--- config.mk ---
export PLATFORM = sky130hd
export DESIGN_NAME = dhcp_client_state_machine_unit_flat
export DESIGN_NICKNAME = d
export VERILOG_FILES = /design/src/rtl/dcsm_pkg.sv /design/src/rtl/dcsm_if.sv /design/src/rtl/dcsm_rx_parser.sv /design/src/rtl/dcsm_ctrl.sv /design/src/rtl/dhcp_client_state_machine_unit.sv /design/src/flat_wrapper.sv
export SDC_FILE = /design/constraint.sdc
export NUM_CORES = 2
export LEC_CHECK = 0
export BUFFER_PORTS_ARGS = -buffer_cell sky130_fd_sc_hd__buf_2
export CAP_MARGIN = 15
export CELL_PAD_IN_SITES_DETAIL_PLACEMENT = 1
export CELL_PAD_IN_SITES_GLOBAL_PLACEMENT = 1
export CORE_ASPECT_RATIO = 1.2
export CORE_MARGIN = 3
export CORE_UTILIZATION = 30
export DETAILED_ROUTE_END_ITERATION = 12
export PLACE_DENSITY_LB_ADDON = 0.1
export SYNTH_ARGS = -nofsm -noshare
export SYNTH_HDL_FRONTEND = slang
export SYNTH_SLANG_ARGS = --single-unit
--- constraint.sdc ---
create_clock -name clock -period 53.3 [get_ports clock]
set_input_delay 10.66 -clock clock [delete_from_list [all_inputs] [get_ports clock]]
set_output_delay 10.66 -clock clock [all_outputs]
set_load 0.005 [all_outputs]
--- src/rtl/dcsm_pkg.sv ---
// ----------------------------------------------------------------------------
// dcsm_pkg
// Shared types, codes and constants of the DHCP client state machine unit.
// ----------------------------------------------------------------------------
package dcsm_pkg;

   // option area size after the fixed BOOTP header
   localparam int OPTION_AREA_BYTES = 312;

   localparam int OFFSET_W   = 10;
   localparam logic [OFFSET_W-1:0] OFFSET_MAX = 10'd1023;
   localparam logic [OFFSET_W-1:0] OPT_START  = 10'd240;
   localparam logic [OFFSET_W-1:0] MIN_LAST   = 10'd239;
   localparam int OPT_END_RAW = 240 + OPTION_AREA_BYTES;
   localparam logic [OFFSET_W-1:0] OPT_END =
      (OPT_END_RAW > 1023) ? OFFSET_MAX : OFFSET_W'(OPT_END_RAW);

   // request kinds
   localparam logic [1:0] KIND_DISCOVER = 2'd0;
   localparam logic [1:0] KIND_RELEASE  = 2'd1;
   localparam logic [1:0] KIND_REPLY    = 2'd2;

   // result actions
   localparam logic [2:0] ACT_SEND_DISCOVER = 3'd0;
   localparam logic [2:0] ACT_SEND_REQUEST  = 3'd1;
   localparam logic [2:0] ACT_SEND_RELEASE  = 3'd2;
   localparam logic [2:0] ACT_CONFIGURE     = 3'd3;
   localparam logic [2:0] ACT_REFUSED       = 3'd4;

   // client states
   localparam logic [2:0] ST_INIT       = 3'd0;
   localparam logic [2:0] ST_SELECTING  = 3'd1;
   localparam logic [2:0] ST_REQUESTING = 3'd2;
   localparam logic [2:0] ST_BOUND      = 3'd3;

   // option TLV parser phases
   localparam logic [1:0] TLV_TYPE  = 2'd0;
   localparam logic [1:0] TLV_LEN   = 2'd1;
   localparam logic [1:0] TLV_VALUE = 2'd2;

   // option codes
   localparam logic [7:0] OPT_PAD          = 8'd0;
   localparam logic [7:0] OPT_MASK         = 8'd1;
   localparam logic [7:0] OPT_ROUTER       = 8'd3;
   localparam logic [7:0] OPT_DNS          = 8'd6;
   localparam logic [7:0] OPT_LEASE        = 8'd51;
   localparam logic [7:0] OPT_MESSAGE_TYPE = 8'd53;
   localparam logic [7:0] OPT_SERVER       = 8'd54;
   localparam logic [7:0] OPT_END_CODE     = 8'd255;

   // message types and BOOTP op
   localparam logic [7:0] MSG_OFFER  = 8'd2;
   localparam logic [7:0] MSG_ACK    = 8'd5;
   localparam logic [7:0] MSG_NAK    = 8'd6;
   localparam logic [7:0] BOOT_REPLY = 8'd2;

   // transaction id generator
   localparam logic [31:0] LCG_MULT  = 32'd1103515245;
   localparam logic [31:0] LCG_INC   = 32'd12345;
   localparam logic [31:0] XID_RESET = 32'h12345678;
   localparam logic [31:0] ALL_ONES  = 32'hFFFF_FFFF;

   typedef struct packed {
      logic [1:0] kind;
      logic [7:0] data_byte;
      logic       last;
   } req_type;

   typedef struct packed {
      logic [2:0]  action;
      logic [31:0] tx_xid;
      logic [31:0] dest_ip;
      logic [31:0] requested_ip;
      logic [31:0] server_id;
      logic [31:0] iface_addr;
      logic [31:0] iface_mask;
      logic [31:0] iface_gateway;
      logic [31:0] dns_addr;
      logic [31:0] lease_seconds;
      logic [2:0]  client_state;
   } rsp_type;

   // reply status seen at the current byte, before the end-of-datagram clear
   typedef struct packed {
      logic        header_ok;
      logic        long_enough;
      logic [7:0]  message_type;
      logic [31:0] your_addr;
   } rx_status_type;

   // option values after the current request
   typedef struct packed {
      logic [31:0] server_addr;
      logic [31:0] mask_value;
      logic [31:0] router_value;
      logic [31:0] dns_value;
      logic [31:0] lease_value;
   } store_type;

endpackage

--- src/rtl/dcsm_if.sv ---
// ----------------------------------------------------------------------------
// dcsm_if
// Request and response channel interfaces of the DHCP client unit.
// ----------------------------------------------------------------------------
interface dcsm_req_if;
   logic       valid;
   logic       ready;
   logic [1:0] kind;
   logic [7:0] data_byte;
   logic       last;

   modport source (output valid, output kind, output data_byte, output last,
                   input ready);
   modport sink   (input valid, input kind, input data_byte, input last,
                   output ready);
endinterface

interface dcsm_rsp_if;
   logic        valid;
   logic        ready;
   logic [2:0]  action;
   logic [31:0] tx_xid;
   logic [31:0] dest_ip;
   logic [31:0] requested_ip;
   logic [31:0] server_id;
   logic [31:0] iface_addr;
   logic [31:0] iface_mask;
   logic [31:0] iface_gateway;
   logic [31:0] dns_addr;
   logic [31:0] lease_seconds;
   logic [2:0]  client_state;

   modport source (output valid, output action, output tx_xid, output dest_ip,
                   output requested_ip, output server_id, output iface_addr,
                   output iface_mask, output iface_gateway, output dns_addr,
                   output lease_seconds, output client_state, input ready);
   modport sink   (input valid, input action, input tx_xid, input dest_ip,
                   input requested_ip, input server_id, input iface_addr,
                   input iface_mask, input iface_gateway, input dns_addr,
                   input lease_seconds, input client_state, output ready);
endinterface

--- src/rtl/dcsm_rx_parser.sv ---
// ----------------------------------------------------------------------------
// dcsm_rx_parser
// Byte-at-a-time reply parser: header checks, yiaddr capture, option TLVs.
// ----------------------------------------------------------------------------
module dcsm_rx_parser (
   input  logic                   clock,
   input  logic                   reset,
   input  logic                   byte_step,
   input  logic [7:0]             data_byte,
   input  logic                   last,
   input  logic [31:0]            current_xid,
   output dcsm_pkg::rx_status_type status,
   output dcsm_pkg::store_type     store
);
   import dcsm_pkg::*;

   logic [OFFSET_W-1:0] byte_offset_ff, byte_offset_in;
   logic                header_ok_ff, header_ok_in;
   logic [31:0]         your_addr_ff, your_addr_in;
   logic [1:0]          tlv_phase_ff, tlv_phase_in;
   logic [7:0]          option_code_ff, option_code_in;
   logic [7:0]          option_left_ff, option_left_in;
   logic [7:0]          option_len_ff, option_len_in;
   logic [31:0]         value_shift_ff, value_shift_in;
   logic [7:0]          message_type_ff, message_type_in;
   logic                options_ended_ff, options_ended_in;
   store_type           store_ff, store_in;

   logic                hok;
   logic [31:0]         yaddr;
   logic [7:0]          mtype;
   logic [7:0]          k;
   logic [31:0]         vs;
   logic [7:0]          xid_byte;

   always_comb begin
      byte_offset_in   = byte_offset_ff;
      header_ok_in     = header_ok_ff;
      your_addr_in     = your_addr_ff;
      tlv_phase_in     = tlv_phase_ff;
      option_code_in   = option_code_ff;
      option_left_in   = option_left_ff;
      option_len_in    = option_len_ff;
      value_shift_in   = value_shift_ff;
      message_type_in  = message_type_ff;
      options_ended_in = options_ended_ff;
      store_in         = store_ff;

      hok      = header_ok_ff;
      yaddr    = your_addr_ff;
      mtype    = message_type_ff;
      k        = option_len_ff - option_left_ff;
      vs       = value_shift_ff;
      xid_byte = 8'(current_xid >> {byte_offset_ff[1:0], 3'b000});

      if (byte_step) begin
         if (byte_offset_ff == 10'd0 && data_byte != BOOT_REPLY) begin
            hok = 1'b0;
         end
         if (byte_offset_ff >= 10'd4 && byte_offset_ff <= 10'd7 &&
             data_byte != xid_byte) begin
            hok = 1'b0;
         end
         // yiaddr, first wire byte in the low bits
         if (byte_offset_ff == 10'd16) begin
            yaddr = {24'd0, data_byte};
         end else if (byte_offset_ff >= 10'd17 && byte_offset_ff <= 10'd19) begin
            yaddr = your_addr_ff |
                    (32'(data_byte) << {byte_offset_ff[1:0], 3'b000});
         end

         if (hok && !options_ended_ff && byte_offset_ff >= OPT_START &&
             byte_offset_ff < OPT_END) begin
            case (tlv_phase_ff)
               TLV_TYPE: begin
                  if (data_byte == OPT_END_CODE) begin
                     options_ended_in = 1'b1;
                  end else if (data_byte != OPT_PAD) begin
                     option_code_in = data_byte;
                     tlv_phase_in   = TLV_LEN;
                  end
               end
               TLV_LEN: begin
                  option_left_in = data_byte;
                  option_len_in  = data_byte;
                  value_shift_in = 32'd0;
                  tlv_phase_in   = (data_byte == 8'd0) ? TLV_TYPE : TLV_VALUE;
               end
               default: begin
                  if (k == 8'd0 && option_code_ff == OPT_MESSAGE_TYPE) begin
                     mtype = data_byte;
                  end
                  if (k < 8'd4) begin
                     // lease is big-endian, addresses little-end first
                     if (option_code_ff == OPT_LEASE) begin
                        vs = {value_shift_ff[23:0], data_byte};
                     end else begin
                        vs = value_shift_ff | (32'(data_byte) << {k[1:0], 3'b000});
                     end
                     value_shift_in = vs;
                     if (k == 8'd3 && option_len_ff >= 8'd4) begin
                        case (option_code_ff)
                           OPT_MASK:   store_in.mask_value   = vs;
                           OPT_ROUTER: store_in.router_value = vs;
                           OPT_DNS:    store_in.dns_value    = vs;
                           OPT_LEASE:  store_in.lease_value  = vs;
                           OPT_SERVER: store_in.server_addr  = vs;
                           default: ;
                        endcase
                     end
                  end
                  option_left_in = option_left_ff - 8'd1;
                  if (option_left_in == 8'd0) begin
                     tlv_phase_in = TLV_TYPE;
                  end
               end
            endcase
         end

         header_ok_in    = hok;
         your_addr_in    = yaddr;
         message_type_in = mtype;

         if (!last) begin
            byte_offset_in = (byte_offset_ff < OFFSET_MAX) ?
                             byte_offset_ff + 10'd1 : OFFSET_MAX;
         end else begin
            byte_offset_in   = '0;
            header_ok_in     = 1'b1;
            your_addr_in     = '0;
            tlv_phase_in     = TLV_TYPE;
            option_code_in   = '0;
            option_left_in   = '0;
            option_len_in    = '0;
            value_shift_in   = '0;
            message_type_in  = '0;
            options_ended_in = 1'b0;
         end
      end
   end

   assign status.header_ok    = hok;
   assign status.long_enough  = (byte_offset_ff >= MIN_LAST);
   assign status.message_type = mtype;
   assign status.your_addr    = yaddr;
   assign store               = store_in;

   always_ff @(posedge clock) begin
      if (reset) begin
         byte_offset_ff   <= '0;
         header_ok_ff     <= 1'b1;
         your_addr_ff     <= '0;
         tlv_phase_ff     <= TLV_TYPE;
         option_code_ff   <= '0;
         option_left_ff   <= '0;
         option_len_ff    <= '0;
         value_shift_ff   <= '0;
         message_type_ff  <= '0;
         options_ended_ff <= 1'b0;
         store_ff         <= '0;
      end else begin
         byte_offset_ff   <= byte_offset_in;
         header_ok_ff     <= header_ok_in;
         your_addr_ff     <= your_addr_in;
         tlv_phase_ff     <= tlv_phase_in;
         option_code_ff   <= option_code_in;
         option_left_ff   <= option_left_in;
         option_len_ff    <= option_len_in;
         value_shift_ff   <= value_shift_in;
         message_type_ff  <= message_type_in;
         options_ended_ff <= options_ended_in;
         store_ff         <= store_in;
      end
   end

endmodule

--- src/rtl/dcsm_ctrl.sv ---
// ----------------------------------------------------------------------------
// dcsm_ctrl
// Client state machine, xid generator and result formatting.
// ----------------------------------------------------------------------------
module dcsm_ctrl (
   input  logic                    clock,
   input  logic                    reset,
   input  logic                    go,
   input  dcsm_pkg::req_type       req,
   input  dcsm_pkg::rx_status_type status,
   input  dcsm_pkg::store_type     store,
   output logic [31:0]             current_xid,
   output logic                    has_result,
   output dcsm_pkg::rsp_type       result
);
   import dcsm_pkg::*;

   logic [2:0]  phase_ff, phase_in;
   logic [31:0] xid_ff, xid_in;
   logic [31:0] gen_ff, gen_in;
   logic [31:0] assigned_ff, assigned_in;
   logic [31:0] lcg_next;
   logic [2:0]  act;
   logic        emit;
   logic        do_disc;

   assign lcg_next = gen_ff * LCG_MULT + LCG_INC;

   always_comb begin
      phase_in    = phase_ff;
      xid_in      = xid_ff;
      gen_in      = gen_ff;
      assigned_in = assigned_ff;
      act         = ACT_SEND_DISCOVER;
      emit        = 1'b0;
      do_disc     = 1'b0;

      if (go) begin
         case (req.kind)
            KIND_DISCOVER: do_disc = 1'b1;
            KIND_RELEASE: begin
               emit = 1'b1;
               if (phase_ff == ST_BOUND) begin
                  phase_in = ST_INIT;
                  act      = ACT_SEND_RELEASE;
               end else begin
                  act = ACT_REFUSED;
               end
            end
            KIND_REPLY: begin
               if (req.last && status.header_ok && status.long_enough) begin
                  if (phase_ff == ST_SELECTING && status.message_type == MSG_OFFER) begin
                     assigned_in = status.your_addr;
                     phase_in    = ST_REQUESTING;
                     act         = ACT_SEND_REQUEST;
                     emit        = 1'b1;
                  end else if (phase_ff == ST_REQUESTING &&
                               status.message_type == MSG_ACK) begin
                     phase_in = ST_BOUND;
                     act      = ACT_CONFIGURE;
                     emit     = 1'b1;
                  end else if (phase_ff == ST_REQUESTING &&
                               status.message_type == MSG_NAK) begin
                     do_disc = 1'b1;
                  end
               end
            end
            default: ;
         endcase
      end

      if (do_disc) begin
         gen_in   = lcg_next;
         xid_in   = lcg_next;
         phase_in = ST_SELECTING;
         act      = ACT_SEND_DISCOVER;
         emit     = 1'b1;
      end
   end

   always_comb begin
      result = '0;
      result.action = act;
      if (act <= ACT_SEND_RELEASE) begin
         result.tx_xid = xid_in;
      end
      if (act <= ACT_SEND_REQUEST) begin
         result.dest_ip = ALL_ONES;
      end
      if (act == ACT_SEND_RELEASE) begin
         result.dest_ip = store.server_addr;
      end
      if (act == ACT_SEND_REQUEST || act == ACT_SEND_RELEASE) begin
         result.requested_ip = assigned_in;
      end
      if (act == ACT_SEND_REQUEST) begin
         result.server_id = store.server_addr;
      end
      if (act == ACT_CONFIGURE) begin
         result.iface_addr    = assigned_in;
         result.iface_mask    = store.mask_value;
         result.iface_gateway = store.router_value;
      end
      result.dns_addr      = store.dns_value;
      result.lease_seconds = store.lease_value;
      result.client_state  = phase_in;
   end

   assign has_result  = emit;
   assign current_xid = xid_ff;

   always_ff @(posedge clock) begin
      if (reset) begin
         phase_ff    <= ST_INIT;
         xid_ff      <= '0;
         gen_ff      <= XID_RESET;
         assigned_ff <= '0;
      end else begin
         phase_ff    <= phase_in;
         xid_ff      <= xid_in;
         gen_ff      <= gen_in;
         assigned_ff <= assigned_in;
      end
   end

endmodule

--- src/rtl/dhcp_client_state_machine_unit.sv ---
// ----------------------------------------------------------------------------
// dhcp_client_state_machine_unit
// DHCP client engine: commands and reply bytes in, send orders and
// interface settings out.
// ----------------------------------------------------------------------------
// One request is taken per clock when the result register is free or being
// drained; a request that produces a result passes the input register, then
// the parser and state update into the result register, before it is put on
// the result port. Reply bytes thus stream at one byte per clock while the
// result register is free or being drained. The path that sets the clock is
// the transaction id generator, one 32x32 truncated multiply-add, and the
// option parser update of one byte.
// ----------------------------------------------------------------------------
module dhcp_client_state_machine_unit (
   input  logic       clock,
   input  logic       reset,
   dcsm_req_if.sink   req_chan,
   dcsm_rsp_if.source rsp_chan
);
   import dcsm_pkg::*;

   logic          in_valid_ff, in_valid_in;
   req_type       in_data_ff;
   logic          out_valid_ff, out_valid_in;
   rsp_type       out_data_ff;
   logic          go;
   logic          has_result;
   rsp_type       result;
   rx_status_type status;
   store_type     store;
   logic [31:0]   current_xid;

   assign go             = in_valid_ff && (!out_valid_ff || rsp_chan.ready);
   assign req_chan.ready = !in_valid_ff || go;

   always_comb begin
      in_valid_in = in_valid_ff;
      if (req_chan.ready) begin
         in_valid_in = req_chan.valid;
      end
      out_valid_in = out_valid_ff;
      if (go) begin
         out_valid_in = has_result;
      end else if (rsp_chan.ready) begin
         out_valid_in = 1'b0;
      end
   end

   always_ff @(posedge clock) begin
      if (reset) begin
         in_valid_ff  <= 1'b0;
         out_valid_ff <= 1'b0;
      end else begin
         in_valid_ff  <= in_valid_in;
         out_valid_ff <= out_valid_in;
      end
   end

   always_ff @(posedge clock) begin
      if (req_chan.ready && req_chan.valid) begin
         in_data_ff.kind      <= req_chan.kind;
         in_data_ff.data_byte <= req_chan.data_byte;
         in_data_ff.last      <= req_chan.last;
      end
      if (go && has_result) begin
         out_data_ff <= result;
      end
   end

   dcsm_rx_parser u_parser (
      .clock       (clock),
      .reset       (reset),
      .byte_step   (go && in_data_ff.kind == KIND_REPLY),
      .data_byte   (in_data_ff.data_byte),
      .last        (in_data_ff.last),
      .current_xid (current_xid),
      .status      (status),
      .store       (store)
   );

   dcsm_ctrl u_ctrl (
      .clock       (clock),
      .reset       (reset),
      .go          (go),
      .req         (in_data_ff),
      .status      (status),
      .store       (store),
      .current_xid (current_xid),
      .has_result  (has_result),
      .result      (result)
   );

   assign rsp_chan.valid         = out_valid_ff;
   assign rsp_chan.action        = out_data_ff.action;
   assign rsp_chan.tx_xid        = out_data_ff.tx_xid;
   assign rsp_chan.dest_ip       = out_data_ff.dest_ip;
   assign rsp_chan.requested_ip  = out_data_ff.requested_ip;
   assign rsp_chan.server_id     = out_data_ff.server_id;
   assign rsp_chan.iface_addr    = out_data_ff.iface_addr;
   assign rsp_chan.iface_mask    = out_data_ff.iface_mask;
   assign rsp_chan.iface_gateway = out_data_ff.iface_gateway;
   assign rsp_chan.dns_addr      = out_data_ff.dns_addr;
   assign rsp_chan.lease_seconds = out_data_ff.lease_seconds;
   assign rsp_chan.client_state  = out_data_ff.client_state;

   // a processed discover always leaves a result behind
   a_discover_result : assert property (@(posedge clock) disable iff (reset)
      go && in_data_ff.kind == KIND_DISCOVER |=> out_valid_ff)
      else $error("discover produced no result");

   a_discover_state : assert property (@(posedge clock) disable iff (reset)
      out_valid_ff && out_data_ff.action == ACT_SEND_DISCOVER |->
         out_data_ff.dest_ip == ALL_ONES && out_data_ff.client_state == ST_SELECTING)
      else $error("discover result inconsistent");

   a_request_state : assert property (@(posedge clock) disable iff (reset)
      out_valid_ff && out_data_ff.action == ACT_SEND_REQUEST |->
         out_data_ff.client_state == ST_REQUESTING)
      else $error("request result not in requesting");

   a_bound_state : assert property (@(posedge clock) disable iff (reset)
      out_valid_ff && out_data_ff.action == ACT_CONFIGURE |->
         out_data_ff.client_state == ST_BOUND)
      else $error("configure result not in bound");

   a_refused_state : assert property (@(posedge clock) disable iff (reset)
      out_valid_ff && out_data_ff.action == ACT_REFUSED |->
         out_data_ff.client_state != ST_BOUND)
      else $error("release refused while bound");

endmodule

--- src/flat_wrapper.sv ---
// flat-port wrapper written by rule: the top's interface ports become plain ports
module dhcp_client_state_machine_unit_flat import dcsm_pkg::*;
  (clock, reset, req_chan_valid, req_chan_kind, req_chan_data_byte, req_chan_last, req_chan_ready, rsp_chan_valid, rsp_chan_action, rsp_chan_tx_xid, rsp_chan_dest_ip, rsp_chan_requested_ip, rsp_chan_server_id, rsp_chan_iface_addr, rsp_chan_iface_mask, rsp_chan_iface_gateway, rsp_chan_dns_addr, rsp_chan_lease_seconds, rsp_chan_client_state, rsp_chan_ready);
  dcsm_req_if req_chan_i ();
  dcsm_rsp_if rsp_chan_i ();
  input  logic clock;
  input  logic reset;
  input wire logic [$bits(req_chan_i.valid)-1:0] req_chan_valid;
  input wire logic [$bits(req_chan_i.kind)-1:0] req_chan_kind;
  input wire logic [$bits(req_chan_i.data_byte)-1:0] req_chan_data_byte;
  input wire logic [$bits(req_chan_i.last)-1:0] req_chan_last;
  output wire logic [$bits(req_chan_i.ready)-1:0] req_chan_ready;
  output wire logic [$bits(rsp_chan_i.valid)-1:0] rsp_chan_valid;
  output wire logic [$bits(rsp_chan_i.action)-1:0] rsp_chan_action;
  output wire logic [$bits(rsp_chan_i.tx_xid)-1:0] rsp_chan_tx_xid;
  output wire logic [$bits(rsp_chan_i.dest_ip)-1:0] rsp_chan_dest_ip;
  output wire logic [$bits(rsp_chan_i.requested_ip)-1:0] rsp_chan_requested_ip;
  output wire logic [$bits(rsp_chan_i.server_id)-1:0] rsp_chan_server_id;
  output wire logic [$bits(rsp_chan_i.iface_addr)-1:0] rsp_chan_iface_addr;
  output wire logic [$bits(rsp_chan_i.iface_mask)-1:0] rsp_chan_iface_mask;
  output wire logic [$bits(rsp_chan_i.iface_gateway)-1:0] rsp_chan_iface_gateway;
  output wire logic [$bits(rsp_chan_i.dns_addr)-1:0] rsp_chan_dns_addr;
  output wire logic [$bits(rsp_chan_i.lease_seconds)-1:0] rsp_chan_lease_seconds;
  output wire logic [$bits(rsp_chan_i.client_state)-1:0] rsp_chan_client_state;
  input wire logic [$bits(rsp_chan_i.ready)-1:0] rsp_chan_ready;
  assign req_chan_i.valid = req_chan_valid;
  assign req_chan_i.kind = req_chan_kind;
  assign req_chan_i.data_byte = req_chan_data_byte;
  assign req_chan_i.last = req_chan_last;
  assign req_chan_ready = req_chan_i.ready;
  assign rsp_chan_valid = rsp_chan_i.valid;
  assign rsp_chan_action = rsp_chan_i.action;
  assign rsp_chan_tx_xid = rsp_chan_i.tx_xid;
  assign rsp_chan_dest_ip = rsp_chan_i.dest_ip;
  assign rsp_chan_requested_ip = rsp_chan_i.requested_ip;
  assign rsp_chan_server_id = rsp_chan_i.server_id;
  assign rsp_chan_iface_addr = rsp_chan_i.iface_addr;
  assign rsp_chan_iface_mask = rsp_chan_i.iface_mask;
  assign rsp_chan_iface_gateway = rsp_chan_i.iface_gateway;
  assign rsp_chan_dns_addr = rsp_chan_i.dns_addr;
  assign rsp_chan_lease_seconds = rsp_chan_i.lease_seconds;
  assign rsp_chan_client_state = rsp_chan_i.client_state;
  assign rsp_chan_i.ready = rsp_chan_ready;
  dhcp_client_state_machine_unit u_core (.clock(clock), .reset(reset), .req_chan(req_chan_i), .rsp_chan(rsp_chan_i));
endmodule
==> results.json <==
{
  "finalSetupViolCount": 0,
  "synth_top_cell_area_share": 0.2593,
  "ys.flop_type": "dfxtp_1",
  "yosys.area.top_type": "edfxtp_1",
  "yosys-top-cells-area": "edfxtp_1 (26%), dfxtp_1 (21%), fa_1 (11%)",
  "worst_pin_slew_ps": 1037,
  "cp_data_arrival_time_ps": 11100,
  "fmax_mhz": 45.95,
  "cts_inserted_buffers": 78,
  "ios": 311,
  "num_vias": 24430,
  "antenna_found_initial": 3,
  "insertion_delay_ps": 680,
  "synthToLayoutAreaGrowth_pct": 16.22,
  "run_status": "completed",
  "fp.dieArea_um2": 121900,
  "avgSynthCellArea_um2": 10.70,
  "grt_max_degree": 150,
  "viasPerCell": 4.719,
  "cts_buffer_depth": 3,
  "hold_buffers": 0,
  "die_x_um": 319.3,
  "cts_resized": 0,
  "grt_pass1_vias": 25790,
  "cts_tree": "yes",
  "drt-total-wl_um": 112200,
  "fin_crit_sh": 0.4083,
  "cp-startpoint": "rsp_chan_ready",
  "yosys_warnings": 0,
  "multi_input_area_um2": 16400,
  "reg2reg_depth": 23,
  "fillCellCount": 13000,
  "finClkSkew_ps": 38.11,
  "wl_per_cell_um": 21.68,
  "crit_path_max_fanout": 3,
  "async_flop_share": 0,
  "rrSetupSlack_ps": 44610,
  "seq_area_um2": 16590,
  "cts_setup_buffers": 0,
  "ys_seq_area_frac": 0.4695,
  "maxCapViolations": 0,
  "grt_pass1_wl_um": 169200,
  "worstHoldStart": "u_core.u_ctrl.current_xid[26]",
  "gp_congestion": 0.8010,
  "fp-row-count": 137,
  "syn_area_um2": 35330,
  "drive_gt1_frac": 0.1631,
  "endpoint_kind": "output pin",
  "grt_usage": 0.1843,
  "dieHeight_um": 381.9,
  "io_buffers": 310,
  "hpwlAfterDp_um": 81160,
  "drt_iter0_markers": 1231,
  "drc": 0,
  "setup.worst_path.start_class": "input port",
  "fin_crit_ps": 21760,
  "synth_fp_nets": 3729,
  "rr_endpoint": "u_core.rsp_chan.tx_xid[26]",
  "syn-instance-count": 3302,
  "dr.pass1.iters": 5,
  "clockRootBuffer": "clkbuf_16",
  "drv_slew": 0,
  "worstSetupPathType": "input port to output pin",
  "yosysUniqueCellTypes": 89,
  "clkSinkCount": 676,
  "setup-tns-final_ps": 0,
  "grt_overflow": 0,
  "path_clk_slew_ps": 60,
  "r2r_start": "u_core.u_ctrl.gen_ff[6]",
  "finalHoldViolations": 0,
  "cts_max_level": 3,
  "hp-class": "flop to flop",
  "fin_nets": 4005,
  "max_slew_margin": 0.3034,
  "ys_seq_elements": 676,
  "core_area_um2": 116600,
  "antenna_left": 0,
  "cp-endpoint": "req_chan_ready",
  "cp_data_required_time_ps": 42640,
  "rsz0062_at_grt": "no",
  "synth-edff-count": 305,
  "initial_core_util": 0.3031
}
==> layout make-up <==
| cell class | instances | area share |
|---|---|---|
| well taps | 1529 | 0.04660 |
| multi-input cells | 2019 | 0.3996 |
| clock buffers | 107 | 0.05342 |
| inverters | 449 | 0.04105 |
| repair buffers | 354 | 0.04663 |
| flip-flops and latches | 676 | 0.4040 |
| diodes | 4 | 0.0002438 |
| clock inverters | 38 | 0.008503 |
==> cell usage after synthesis (4+ instances only) <==
library cell  instances
a21oi_1             187
dfxtp_1             371
buf_1                14
buf_2                12
nand2_1              84
o21bai_1              6
o22ai_1               5
a211oi_1             15
o21ai_0              53
fa_1                196
mux2_2               68
xor2_1                8
o2111ai_1             4
nor3b_1               6
nand2b_1             17
o211ai_1              5
and3_1               16
nor4_1               15
nor3_1               55
a22oi_1              91
a31oi_1              12
mux4_2                8
and2_1                5
nor2b_1              71
buf_6                12
edfxtp_1            305
nor2_2               11
nand3_1              30
nor2_1              522
a21o_1                7
o21a_1                7
o31a_1                6
xnor2_1              63
inv_1               447
o21ai_1               9
clkbuf_1            119
a22o_1                8
ha_1                216
nand4_1              12
mux2i_1             128
==> routing by layer <==
metal	GRT usage	vias to the layer above	part of all wire
li1	-	11610	-
met1	0.2452	12260	0.46
met2	0.3030	421	0.47
met3	0.03217	133	0.041
met4	0.06172	2	0.030
met5	0	-	0.00011
==> cell families after synthesis <==
logic type	after synthesis	share of synthesized area
XOR/XNOR	71	0.01760
multiplexers	204	0.06304
flip-flops	676	0.4695
buffers and inverters	607	0.06751
AO/OA/AOI/OAI	452	0.08150
AND/OR/NAND/NOR	880	0.1133
adder cells (fa/ha/maj)	412	0.1876
==> metrics by stage <==
step | setup slack, ps | hold WS [ps] | util | cells | cell area (µm²)
after global routing | 31510 | 501.1 | 0.3521 | 5172 | 41050
after CTS | 31540 | 483.0 | 0.3521 | 5172 | 41050
after floorplan | 26290 | 455.4 | - | 3302 | 35330
after detailed placement | 31540 | 474.7 | 0.3303 | 5027 | 38500
final | 31540 | 481.7 | 0.3522 | 5176 | 41060
after global placement | 31540 | 468.7 | 0.3303 | 5026 | 38500
==> state kept, by name (all words and copies together), names as in the netlist, 3 cells and up <==
register,flops
u_core.rsp_chan.lease_seconds,32
u_core.rsp_chan.iface_mask,32
u_core.rsp_chan.dest_ip,32
u_core.rsp_chan.requested_ip,32
u_core.u_parser.message_type_ff,8
u_core.u_ctrl.gen_ff,32
u_core.u_ctrl.current_xid,32
u_core.u_ctrl.phase_ff,3
u_core.u_parser.store_ff,160
u_core.rsp_chan.server_id,32
u_core.u_parser.byte_offset_ff,10
u_core.rsp_chan.dns_addr,32
u_core.u_ctrl.assigned_ff,32
u_core.rsp_chan.tx_xid,32
u_core.rsp_chan.iface_gateway,32
u_core.u_parser.value_shift_ff,32
u_core.rsp_chan.action,3
u_core.u_parser.your_addr_ff,32
u_core.u_parser.option_code_ff,8
u_core.u_parser.option_len_ff,8
u_core.in_data_ff,11
u_core.rsp_chan.client_state,3
u_core.u_parser.option_left_ff,8
u_core.rsp_chan.iface_addr,32
==> worst max-delay path, stage by stage <==
cell and delay [ps]:
buf_2 110, nand3b_1 180, buf_2 160
==> cells in the final DEF (no fill, tap or decap), types with 68 or more instances in the layout <==
cell,instances
a21oi_1,187
a22oi_1,91
buf_2,310
clkbuf_16,80
dfxtp_1,371
edfxtp_1,305
fa_1,196
ha_1,216
inv_1,447
mux2_2,68
mux2i_1,128
nand2_1,81
nor2_1,522
nor2b_1,71
==> worst min path at each step <==
| stage | end | depth (start not counted) |
|---|---|---|
| 6_report | u_core.u_ctrl.current_xid[26] | 2 |
| 5_1_grt | u_core.u_ctrl.current_xid[25] | 2 |
| 4_1_cts | u_core.u_ctrl.current_xid[26] | 2 |
| 3_5_place_dp | u_core.u_ctrl.current_xid[26] | 2 |
| 3_3_place_gp | u_core.u_ctrl.current_xid[26] | 2 |
| 2_1_floorplan | u_core.u_ctrl.current_xid[25] | 2 |
Power is left out: the tool's default activity adds up to more than one toggle a clock period on the data nets, which glitch-free logic cannot reach.
